<file path="src/hdl/i2rd_pkg.sv">
// ----------------------------------------------------------------------------
// i2rd_pkg
// Shared types, constants and helpers of the radix digit converter.
// ----------------------------------------------------------------------------
package i2rd_pkg;

  localparam int VALUE_PORT_W = 31;
  localparam int RADIX_W      = 5;
  localparam int DIGIT_W      = 4;
  localparam int CHAR_W       = 7;

  localparam logic [RADIX_W-1:0] RADIX_MIN   = 5'd2;
  localparam logic [RADIX_W-1:0] RADIX_MAX   = 5'd16;
  localparam logic [RADIX_W-1:0] RADIX_RESET = 5'd10;

  localparam logic [CHAR_W-1:0] CHAR_ZERO = 7'd48;
  localparam logic [CHAR_W-1:0] CHAR_A    = 7'd65;

  typedef logic [RADIX_W-1:0] radix_t;

  typedef struct packed {
    logic full;
    logic empty;
  } i2rd_qstat_t;

  function automatic radix_t clamp_radix(input radix_t r);
    radix_t res;
    res = r;
    if (r < RADIX_MIN) res = RADIX_MIN;
    if (r > RADIX_MAX) res = RADIX_MAX;
    return res;
  endfunction

  function automatic logic [CHAR_W-1:0] digit_to_ascii(input logic [DIGIT_W-1:0] d);
    logic [CHAR_W-1:0] c;
    if (d < 4'd10) c = CHAR_ZERO + CHAR_W'(d);
    else           c = CHAR_A + CHAR_W'(d - 4'd10);
    return c;
  endfunction

endpackage

</file>
<file path="src/hdl/i2rd_front.sv">
// ----------------------------------------------------------------------------
// i2rd_front
// Holds the radix register, takes requests and classifies them: masks the
// value to the working width and saturates the radix before queueing.
// ----------------------------------------------------------------------------
module i2rd_front import i2rd_pkg::*; #(
  parameter int VALUE_BITS = 31
) (
  input  logic                      clk,
  input  logic                      rst_n,
  input  logic                      start,
  output logic                      busy,
  input  logic [VALUE_PORT_W-1:0]   in_value,
  input  logic                      cfg_valid,
  output logic                      cfg_ready,
  input  radix_t                    cfg_radix,
  input  i2rd_qstat_t               q_stat,
  output logic                      push,
  output logic [VALUE_BITS+RADIX_W-1:0] push_item
);

  radix_t radix_r;
  radix_t radix_nxt;

  assign cfg_ready = 1'b1;
  assign radix_nxt = (cfg_valid && cfg_ready) ? cfg_radix : radix_r;

  always_ff @(posedge clk) begin
    if (!rst_n) begin
      radix_r <= RADIX_RESET;
    end else begin
      radix_r <= radix_nxt;
    end
  end

  assign busy      = q_stat.full;
  assign push      = start && !busy;
  assign push_item = {clamp_radix(radix_r), VALUE_BITS'(in_value)};

endmodule

</file>
<file path="src/hdl/i2rd_queue.sv">
// ----------------------------------------------------------------------------
// i2rd_queue
// Two-entry queue of classified requests between front and back.
// ----------------------------------------------------------------------------
module i2rd_queue import i2rd_pkg::*; #(
  parameter int WIDTH = 36
) (
  input  logic             clk,
  input  logic             rst_n,
  input  logic             push,
  input  logic [WIDTH-1:0] push_item,
  input  logic             pop,
  output logic [WIDTH-1:0] pop_item,
  output i2rd_qstat_t      q_stat
);

  logic [WIDTH-1:0] slot_r [2];
  logic             wr_ptr_r, wr_ptr_nxt;
  logic             rd_ptr_r, rd_ptr_nxt;
  logic [1:0]       count_r, count_nxt;

  assign q_stat.full  = (count_r == 2'd2);
  assign q_stat.empty = (count_r == 2'd0);
  assign pop_item     = slot_r[rd_ptr_r];

  always_comb begin
    wr_ptr_nxt = push ? ~wr_ptr_r : wr_ptr_r;
    rd_ptr_nxt = pop  ? ~rd_ptr_r : rd_ptr_r;
    count_nxt  = count_r + 2'(push) - 2'(pop);
  end

  always_ff @(posedge clk) begin
    if (!rst_n) begin
      wr_ptr_r <= 1'b0;
      rd_ptr_r <= 1'b0;
      count_r  <= 2'd0;
    end else begin
      wr_ptr_r <= wr_ptr_nxt;
      rd_ptr_r <= rd_ptr_nxt;
      count_r  <= count_nxt;
    end
  end

  always_ff @(posedge clk) begin
    if (push) slot_r[wr_ptr_r] <= push_item;
  end

endmodule

</file>
<file path="src/hdl/i2rd_back.sv">
// ----------------------------------------------------------------------------
// i2rd_back
// Divides by the radix one digit per pass (reciprocal multiply, then one
// correction step), fills the digit store, then plays it out backwards.
// ----------------------------------------------------------------------------
module i2rd_back import i2rd_pkg::*; #(
  parameter int VALUE_BITS = 31
) (
  input  logic                          clk,
  input  logic                          rst_n,
  input  i2rd_qstat_t                   q_stat,
  input  logic [VALUE_BITS+RADIX_W-1:0] pop_item,
  output logic                          pop,
  output logic                          out_strobe,
  output logic [CHAR_W-1:0]             out_digit_char,
  output logic                          out_last_digit
);

  localparam int VB    = VALUE_BITS;
  localparam int CNT_W = $clog2(VB);
  localparam int EXT_W = VB + RADIX_W;
  localparam logic [CNT_W-1:0] CNT_LAST = CNT_W'(VB - 1);

  localparam logic [1:0] S_IDLE = 2'd0;
  localparam logic [1:0] S_MUL  = 2'd1;
  localparam logic [1:0] S_FIX  = 2'd2;
  localparam logic [1:0] S_EMIT = 2'd3;

  // floor(2^VB / r) for every radix code, saturated like the radix itself
  logic [VB-1:0] recip_tab [32];
  for (genvar k = 0; k < 32; k++) begin : g_recip
    localparam int KK = (k < 2) ? 2 : ((k > 16) ? 16 : k);
    localparam longint unsigned RK = (64'd1 << VB) / KK;
    assign recip_tab[k] = RK[VB-1:0];
  end

  logic [1:0]        state_r, state_nxt;
  logic [VB-1:0]     q_r, q_nxt;
  logic [VB-1:0]     est_r, est_nxt;
  radix_t            r_r, r_nxt;
  logic [CNT_W-1:0]  cnt_r, cnt_nxt;
  logic [CNT_W-1:0]  rd_ptr_r, rd_ptr_nxt;
  logic              dv_r, dv_nxt;
  logic              last_r, last_nxt;
  logic [DIGIT_W-1:0] rd_data_r;
  logic [DIGIT_W-1:0] digit_store [VB];

  logic [2*VB-1:0]   prod;
  logic [EXT_W-1:0]  est_x_r;
  logic [EXT_W-1:0]  rem_w;
  logic [RADIX_W-1:0] rem5;
  logic [RADIX_W-1:0] rem_adj;
  logic [VB-1:0]     q_fix;
  logic              wr_en;

  assign prod    = (2*VB)'(q_r) * (2*VB)'(recip_tab[r_r]);
  assign est_x_r = EXT_W'(est_r) * EXT_W'(r_r);
  assign rem_w   = EXT_W'(q_r) - est_x_r;
  assign rem5    = rem_w[RADIX_W-1:0];

  // estimate is the true quotient or one short of it
  always_comb begin
    if (rem5 >= r_r) begin
      rem_adj = rem5 - r_r;
      q_fix   = est_r + VB'(1);
    end else begin
      rem_adj = rem5;
      q_fix   = est_r;
    end
  end

  assign pop   = (state_r == S_IDLE) && !q_stat.empty;
  assign wr_en = (state_r == S_FIX);

  always_comb begin
    state_nxt  = state_r;
    q_nxt      = q_r;
    est_nxt    = est_r;
    r_nxt      = r_r;
    cnt_nxt    = cnt_r;
    rd_ptr_nxt = rd_ptr_r;
    dv_nxt     = 1'b0;
    last_nxt   = last_r;
    case (state_r)
      S_IDLE: begin
        if (pop) begin
          q_nxt     = pop_item[VB-1:0];
          r_nxt     = pop_item[EXT_W-1:VB];
          cnt_nxt   = '0;
          state_nxt = S_MUL;
        end
      end
      S_MUL: begin
        est_nxt   = prod[2*VB-1:VB];
        state_nxt = S_FIX;
      end
      S_FIX: begin
        q_nxt = q_fix;
        if (q_fix == '0 || cnt_r == CNT_LAST) begin
          rd_ptr_nxt = cnt_r;
          state_nxt  = S_EMIT;
        end else begin
          cnt_nxt   = cnt_r + CNT_W'(1);
          state_nxt = S_MUL;
        end
      end
      S_EMIT: begin
        dv_nxt   = 1'b1;
        last_nxt = (rd_ptr_r == '0);
        if (rd_ptr_r == '0) begin
          state_nxt = S_IDLE;
        end else begin
          rd_ptr_nxt = rd_ptr_r - CNT_W'(1);
        end
      end
      default: state_nxt = S_IDLE;
    endcase
  end

  always_ff @(posedge clk) begin
    if (!rst_n) begin
      state_r <= S_IDLE;
      cnt_r   <= '0;
      dv_r    <= 1'b0;
      last_r  <= 1'b0;
      r_r     <= RADIX_RESET;
    end else begin
      state_r <= state_nxt;
      cnt_r   <= cnt_nxt;
      dv_r    <= dv_nxt;
      last_r  <= last_nxt;
      r_r     <= r_nxt;
    end
  end

  always_ff @(posedge clk) begin
    q_r      <= q_nxt;
    est_r    <= est_nxt;
    rd_ptr_r <= rd_ptr_nxt;
  end

  always_ff @(posedge clk) begin
    if (wr_en) digit_store[cnt_r] <= rem_adj[DIGIT_W-1:0];
    rd_data_r <= digit_store[rd_ptr_r];
  end

  assign out_strobe     = dv_r;
  assign out_digit_char = digit_to_ascii(rd_data_r);
  assign out_last_digit = last_r;

  a_rem_range: assert property (@(posedge clk) disable iff (!rst_n)
    (state_r == S_FIX) |-> (rem_w < (EXT_W'(r_r) << 1)))
    else $error("division estimate off by more than one");

  a_est_bound: assert property (@(posedge clk) disable iff (!rst_n)
    (state_r == S_FIX) |-> (est_r <= q_r))
    else $error("quotient estimate exceeds dividend");

  a_radix_ok: assert property (@(posedge clk) disable iff (!rst_n)
    (state_r != S_IDLE) |-> (r_r >= RADIX_MIN && r_r <= RADIX_MAX))
    else $error("working radix out of range");

  a_last_ends: assert property (@(posedge clk) disable iff (!rst_n)
    (dv_r && last_r) |=> !dv_r)
    else $error("digit emitted after last digit");

endmodule

</file>
<file path="src/hdl/integer_to_radix_digits.sv">
// ----------------------------------------------------------------------------
// integer_to_radix_digits
// Converts a non-negative integer to ASCII digits in radix 2..16, most
// significant digit first, last digit flagged.
// ----------------------------------------------------------------------------
//  channel  | ports                                  | handshake
//  ---------+----------------------------------------+-------------------------
//  request  | start, busy, in_value                  | start && !busy
//  result   | out_strobe, out_digit_char, out_last_digit | one-cycle strobe
//  config   | cfg_valid, cfg_ready, cfg_radix        | cfg_valid && cfg_ready
//
// In the back end each divide step is a reciprocal multiply, then a
// correction; the digits are then played out of the digit store. A
// two-entry queue takes requests meanwhile.
// Reset is synchronous, active low; radix resets to 10.
// Results cannot be stalled: each digit is on the ports for one cycle.
// ----------------------------------------------------------------------------
module integer_to_radix_digits import i2rd_pkg::*; #(
  parameter int VALUE_BITS = 31
) (
  input  logic                    clk,
  input  logic                    rst_n,
  input  logic                    start,
  output logic                    busy,
  input  logic [VALUE_PORT_W-1:0] in_value,
  input  logic                    cfg_valid,
  output logic                    cfg_ready,
  input  radix_t                  cfg_radix,
  output logic                    out_strobe,
  output logic [CHAR_W-1:0]       out_digit_char,
  output logic                    out_last_digit
);

  localparam int ITEM_W = VALUE_BITS + RADIX_W;

  i2rd_qstat_t       q_stat;
  logic              push;
  logic              pop;
  logic [ITEM_W-1:0] push_item;
  logic [ITEM_W-1:0] pop_item;

  i2rd_front #(.VALUE_BITS(VALUE_BITS)) u_front (
    .clk       (clk),
    .rst_n     (rst_n),
    .start     (start),
    .busy      (busy),
    .in_value  (in_value),
    .cfg_valid (cfg_valid),
    .cfg_ready (cfg_ready),
    .cfg_radix (cfg_radix),
    .q_stat    (q_stat),
    .push      (push),
    .push_item (push_item)
  );

  i2rd_queue #(.WIDTH(ITEM_W)) u_queue (
    .clk       (clk),
    .rst_n     (rst_n),
    .push      (push),
    .push_item (push_item),
    .pop       (pop),
    .pop_item  (pop_item),
    .q_stat    (q_stat)
  );

  i2rd_back #(.VALUE_BITS(VALUE_BITS)) u_back (
    .clk            (clk),
    .rst_n          (rst_n),
    .q_stat         (q_stat),
    .pop_item       (pop_item),
    .pop            (pop),
    .out_strobe     (out_strobe),
    .out_digit_char (out_digit_char),
    .out_last_digit (out_last_digit)
  );

endmodule
</file>
<file path="config.mk">
export PLATFORM = sky130hd
export DESIGN_NAME = integer_to_radix_digits
export DESIGN_NICKNAME = d
export VERILOG_FILES = /design/src/hdl/i2rd_pkg.sv /design/src/hdl/i2rd_front.sv /design/src/hdl/i2rd_queue.sv /design/src/hdl/i2rd_back.sv /design/src/hdl/integer_to_radix_digits.sv
export SDC_FILE = /design/constraint.sdc
export NUM_CORES = 2
export LEC_CHECK = 0
export BUFFER_PORTS_ARGS = -buffer_cell sky130_fd_sc_hd__buf_2
export CORE_MARGIN = 4
export CORE_UTILIZATION = 60
export DETAILED_ROUTE_END_ITERATION = 10
export GPL_TIMING_DRIVEN = 1
export PLACE_DENSITY = 0.79
export SETUP_SLACK_MARGIN = 0.05
export SLEW_MARGIN = 20
export SYNTH_ARGS = -nofsm -noshare
export SYNTH_HDL_FRONTEND = slang
export SYNTH_SLANG_ARGS = --single-unit
</file>
<file path="constraint.sdc">
create_clock -name clk -period 8.5 [get_ports clk]
set_clock_uncertainty 0.1 [all_clocks]
set_input_delay 0.425 -clock clk [delete_from_list [all_inputs] [get_ports clk]]
set_output_delay 0.425 -clock clk [all_outputs]
set_load 0.03 [all_outputs]
</file>
* Yosys cells after proc, flatten, opt, wreduce, memory -nomap -nowiden
Memory sizes are Yosys's and may differ from the RTL's. A register that Yosys moved wholly into a read port is not among the register bits. Index checks and enable logic that the tools add are counted.
Cells by class: mux-type cells 26, bitwise gates (word level) 3, $add $sub $neg 10, eq/ne operators 10, multipliers 2, $lt $le $gt $ge 5, reduce and logical (&&, ||, !) cells 16
Operators with widths (number):
- 2-to-1 mux 31 bit | 4
- multiplier 31 x 31 -> 62 bit | 1
- case mux 31 bit (2 select lines) | 1
- adder 31 x 1 -> 31 bit, second input constant | 1
- logical NOT 31 bit | 1
- multiplier 31 x 5 -> 5 bit | 1
- 2-to-1 mux 5 bit | 6
- case mux 5 bit (2 select lines) | 2
- inequality test 2 bit, second input constant | 4
- case mux 2 bit (4 select lines) | 1
- adder 6 x 4 -> 7 bit, first input constant | 1
- adder 7 bit, first input constant | 1
- 2-to-1 mux 1 bit | 7
- 2-to-1 mux 7 bit | 1
- == test 2 bit, second input constant | 3
- >= comparator 6 bit, second input constant | 1
- 2-to-1 mux 2 bit | 3
- NOT 5 -> 6 bit | 1
- AND reduction 2 bit | 3
- AND reduction 3 bit | 2
- adder 5 x 1 -> 5 bit, second input constant | 1
- == test 5 bit, second input constant | 1
- >= comparator 5 bit | 1
- > comparator 5 bit, second input constant | 1
- other kinds (18) | 23
Storage, ports and cells: bits of input ports 40, logic and storage cells 87, output and inout port bits 11, ROM bits 992, RAM bits 196, memories 3, register bits 90
Memory list:
- (no name shown) | words 32, width 31, rd ports 1, clocked after memory_dff 0, write ports 0, line i2rd_back.sv:56 | assign prod = (2*VB)'(q_r) * (2*VB)'(recip_tab[r_r]);
- u_back.digit_store | words 31, width 4, rd ports 1, clocked after memory_dff 1, write ports 1, line i2rd_back.sv:46 | logic [DIGIT_W-1:0] digit_store [VB];
- u_queue.slot_r | words 2, width 36, rd ports 1, clocked after memory_dff 1, write ports 1, line i2rd_queue.sv:17 | logic [WIDTH-1:0] slot_r [2];

* Longest topological paths before layout
word-level depth 8, depth in mapped cells 35, gate-level depth less buffers 34

* Hierarchy
From an unflattened synthesis, not the netlist that was laid out.
Second synthesis, totals: cells, all modules 4131, area total of the unflattened synthesis 43185.2 µm²
By module, submodules not included:
- i2rd_back | area an instance 39720.6 µm², instances 1, sequential area each 6095.8 µm², cells each 3940
- i2rd_queue | area an instance 2976.6 µm², instances 1, sequential area each 2262.2 µm², cells each 133
- i2rd_front | area an instance 488.0 µm², instances 1, sequential area each 100.1 µm², cells each 58

* Worst setup path before layout
No wires, ideal clock.
path kind reg2reg, from register u_back.r_r[1], to register u_back.est_r[30], data pin, slack 0.003 ns, setup time 0.265 ns, arrival 8.132 ns, period minus slack after synthesis 8.497 ns, data required time 8.135 ns, cell stages (with the launch flop) 29, path buffers 2, cells stage by stage dfxtp_1 > inv_1 > ha_1 > nand2_1 > a311oi_1 > clkbuf_1 > nand2_1 > inv_1 > fa_1 > fa_1 > inv_1 > fa_1 > fa_1 > inv_1 > fa_1 > fa_1 > fa_1 > fa_1 > ha_1 > a2111oi_0 > o21ai_0 > o22ai_1 > o211ai_1 > and3_1 > a2111o_1 > and3_1 > clkbuf_1 > a311oi_1 > xnor2_1
Between the ends: longest elaborated chain between the ends 5
RTL lines:
- from (decl) | line i2rd_back.sv:40 | radix_t r_r, r_nxt;
- from (signal assigned) | line i2rd_back.sv:132 | r_r <= r_nxt;
- NOT 5 -> 6 bit (not written as such) | line i2rd_back.sv:56
- memory (32 x 31 bit)
- 2-to-1 mux 31 bit (not written as such) (2 in a row) | line i2rd_back.sv:56
- multiplier 31 x 31 -> 62 bit | line i2rd_back.sv:56
- net u_back.prod[61] | line i2rd_back.sv:48 | logic [2*VB-1:0] prod;
- to (signal assigned) | line i2rd_back.sv:138 | est_r <= est_nxt;
- to (decl) | line i2rd_back.sv:39 | logic [VB-1:0] est_r, est_nxt;
The timed path passes the listed nets, and every way through them passes these cells. The select of a mux whose other input is x is not followed. A chain may end at the register's enable or synchronous reset.

* Final worst setup path
Same ends and word-level chain as after synthesis.

==> results by group <==
Global route
  – GR Overflow Total: 0
  – Pin count of the biggest net entering global routing: 66
  – Global Route Usage Sum: 34.8%
  – First-pass GRT wire length: 197 mm
  – Vias in the first global route: 34000
  – Initial antenna violation count: 1

Clocking
  – H-Tree Depth: 1
  – Root Driver: clkbuf_16
  – CTS tree: built
  – Clock Sinks: 291
  – Clock Tree Buf Depth: 3
  – Clock Latency Late Sink: 540 ps
  – Clock Pin Slew Worst Setup and Hold Paths: 70 ps
  – CTS Buf Count: 23

Place
  – Placer congestion estimate: 1.01
  – DP Cell Count: 5280
  – HPWL after detailed placement: 101 mm
  – PortBufs: 49

Die
  – Initial core utilization: 61.0%
  – # IOs: 51
  – Die ar.: 74700 um2
  – Die Span Y: 273 um
  – FP Rows: 96
  – Die extent in x: 273 um
  – Core Area: 69200 um2

STA
  – RSZ-0062 raised after global routing: true
  – Endpoints failing setup: 1
  – Clock period minus worst slack: 8500 ps
  – Worst slew margin relative to its limit: 31.7%
  – Final Max Tran Viols: 0
  – Final hold vios: 0
  – Fmax: 118 MHz
  – Final WS setup: -0.0577 ps
  – Tightest Pin Transition: 1020 ps
  – Period utilisation layout: 100%

Synthesis
  – Synthesized net count: 5192
  – Synth cell types: 75
  – Mapped cell area: 42200 um2
  – Mapped Cells: 4029
  – Async set-or-reset flop fraction in the synthesized netlist: 0%
  – Yosys reg bits: 291
  – Number of synthesized flops with an enable pin: 263
  – Seq/Total Area, Yosys: 20.0%
  – Most used DFF post-synth: edfxtp_1
  – Ys Warns: 0
  – Syn Area/Cell: 10.5 um2

Routing
  – DRC: 0
  – Vias: 31200
  – DRT Wirelength: 128 mm
  – Antenna-violating nets left: 0
  – Detailed Routing Iterations Pass 1: 6
  – Via-per-instance ratio: 5.78
  – Initial DRC count: 3147
  – DR WL/cell: 23.7 um

Min path
  – Worst Hold Depth: 3
  – Hold Crit Class: input port to flip-flop
  – Worst Hold End: u_front.radix_r[3]
  – Hold Startpoint: cfg_radix[3]

Layout
  – Synthesis-to-layout area growth: 17.1%
  – Layout Cells excl Fill: 5403
  – Filler cell count in the final layout: 4773
  – Antenna cells: 0
  – Final Util: 71.5%
  – Most common cell after layout, fill and taps aside: inv_1
  – Layout cell share with drive strength beyond 1: 18.5%
  – Most frequent cells in the layout: inv_1, fa_1, buf_4
  – Nets@finish: 5618

Run status
  – Failing checks: setup timing
  – Status: finished, violations left

Setup path
  – Crit path DAT: 8680 ps
  – Worst path top cell family by delay: adder cells
  – Worst path max stage delay: 580 ps
  – R2R depth: 29
  – FF-to-FF Start: u_back.r_r[1]
  – Setup crit start kind: flip-flop
  – R2R Path End: u_back.est_r[30]
  – Most frequent cell on the critical path: fa_1
  – CP max-delay cell: fa_1
  – CP Buf/Inv Count: 5
  – R2r setup slk: -0.06 ps
  – Crit Path Class: flip-flop to flip-flop
  – Worst Setup End Kind: flip-flop
  – Crit path max fanout: 6
  – WP data required: 8680 ps

Run
  – Max-cap viol count: 0
[per-stage QoR]
stage | cell area (um2) | setup WS, ps | setup TNS (ps) | hold slack (ps)
3_5_place_dp | 46900 | -649 | -7680 | 416
5_1_grt | 49400 | -251 | -2980 | 26.7
4_1_cts | 48400 | 51.4 | 0 | 23.2
6_report | 49400 | -0.0577 | -0.0577 | 30.9
3_3_place_gp | 46900 | -369 | -2830 | 399
2_1_floorplan | 42200 | 57.0 | 0 | 365
[area by class of cell]
type                            count  area [um2]  share of cell area (%)
Tap cell                          931        1160                    2.36
Sequential cell                   291        8470                    17.1
Inverter                          913        3440                    6.95
Multi-Input combinational cell   2636       30500                    61.6
Clock inverter                     18         150                   0.304
Timing Repair Buffer              590        5160                    10.4
Clock buffer                       24         579                    1.17
[registers in the layout (all words and copies together) (netlist names), named ones only]
register and count:
u_back.rd_data_r 4, u_front.radix_r 5, u_back.out_strobe 1, u_back.state_r 2
u_back.out_last_digit 1, u_back.cnt_r 5, u_queue.slot_r 72, u_back.rd_ptr_r 5
u_queue.rd_ptr_r 1, u_back.est_r 31, u_back.q_r 31, u_back.r_r 5
u_back.digit_store 124, u_queue.count_r 2, u_queue.wr_ptr_r 1
[repair_timing]
item | 4_1_cts | 5_1_grt
pin swaps | 34 | 76
cloned | 3 | 4
resized for setup | 71 | 169
endpoints found under the setup margin | 27 | 27
hold endpoints to repair | 62 | 0
setup buffers | 17 | 27
hold buffers | 31 | 0
[logic make-up after synthesis]
family / count (synthesis) / synth area share, %
xor gates and xnor gates: 98 / 2.03
muxes: 79 / 2.94
adders and majority gates: 1123 / 48.2
other: 1 / 0.00888
and+or+nand+nor: 1048 / 12.5
buffers and inverters: 1102 / 9.93
DFF: 291 / 20.0
AOI/OAI and AO/OA: 287 / 4.34
[layer usage]
metal	global-route usage [%]	share of wire [%]	up-vias
met5	0	0.0094	-
met4	16.3	6.5	2
met3	8.88	12	440
met2	56.0	46	1927
met1	44.8	36	15600
li1	-	-	13200
[Yosys cell counts, drive strengths merged, types with 11 or more instances]
library cell / count / area (um2)
inv: 913 / 3430
fa: 840 / 16800
nand2: 437 / 1640
and2: 342 / 2140
ha: 283 / 3540
edfxtp: 263 / 7900
clkbuf: 170 / 639
a21oi: 81 / 405
nor2: 76 / 285
o21ai: 71 / 355
xnor2: 67 / 587
and3: 48 / 309
mux2i: 43 / 430
a21o: 36 / 270
mux4: 36 / 811
nand3: 35 / 188
xor2: 31 / 272
dfxtp: 28 / 561
nor3: 25 / 125
nand4: 22 / 138
buf: 19 / 125
nor2b: 19 / 119
a211oi: 13 / 103
o21a: 11 / 82.6
[how the worst max path moves through the flow]
| stage | from | end | slack, ps | cells past startpoint |
|---|---|---|---|---|
| after floorplan | u_back.r_r[0] | u_back.est_r[30] | 60 | 28 |
| after global placement | u_back.r_r[0] | u_back.est_r[30] | -370 | 33 |
| after detailed placement | u_back.r_r[0] | u_back.est_r[30] | -650 | 27 |
| after CTS | u_back.r_r[1] | u_back.est_r[28] | 50 | 32 |
| after global routing | u_back.r_r[1] | u_back.est_r[30] | -250 | 31 |
| final | u_back.r_r[1] | u_back.est_r[30] | -0.06 | 29 |
[worst reg2reg max path: cells and delay by family (launching register included)]
family	cells	cell delay, ps
xor gates and xnor gates	1	120
buffers and inverters	5	650
adders and majority gates	10	4390
DFF	1	390
AOI/OAI and AO/OA	8	1820
and+or+nand+nor	5	780
Power is left out: the tool's default activity adds up to more than one toggle a clock period on the data nets, which glitch-free logic cannot reach.
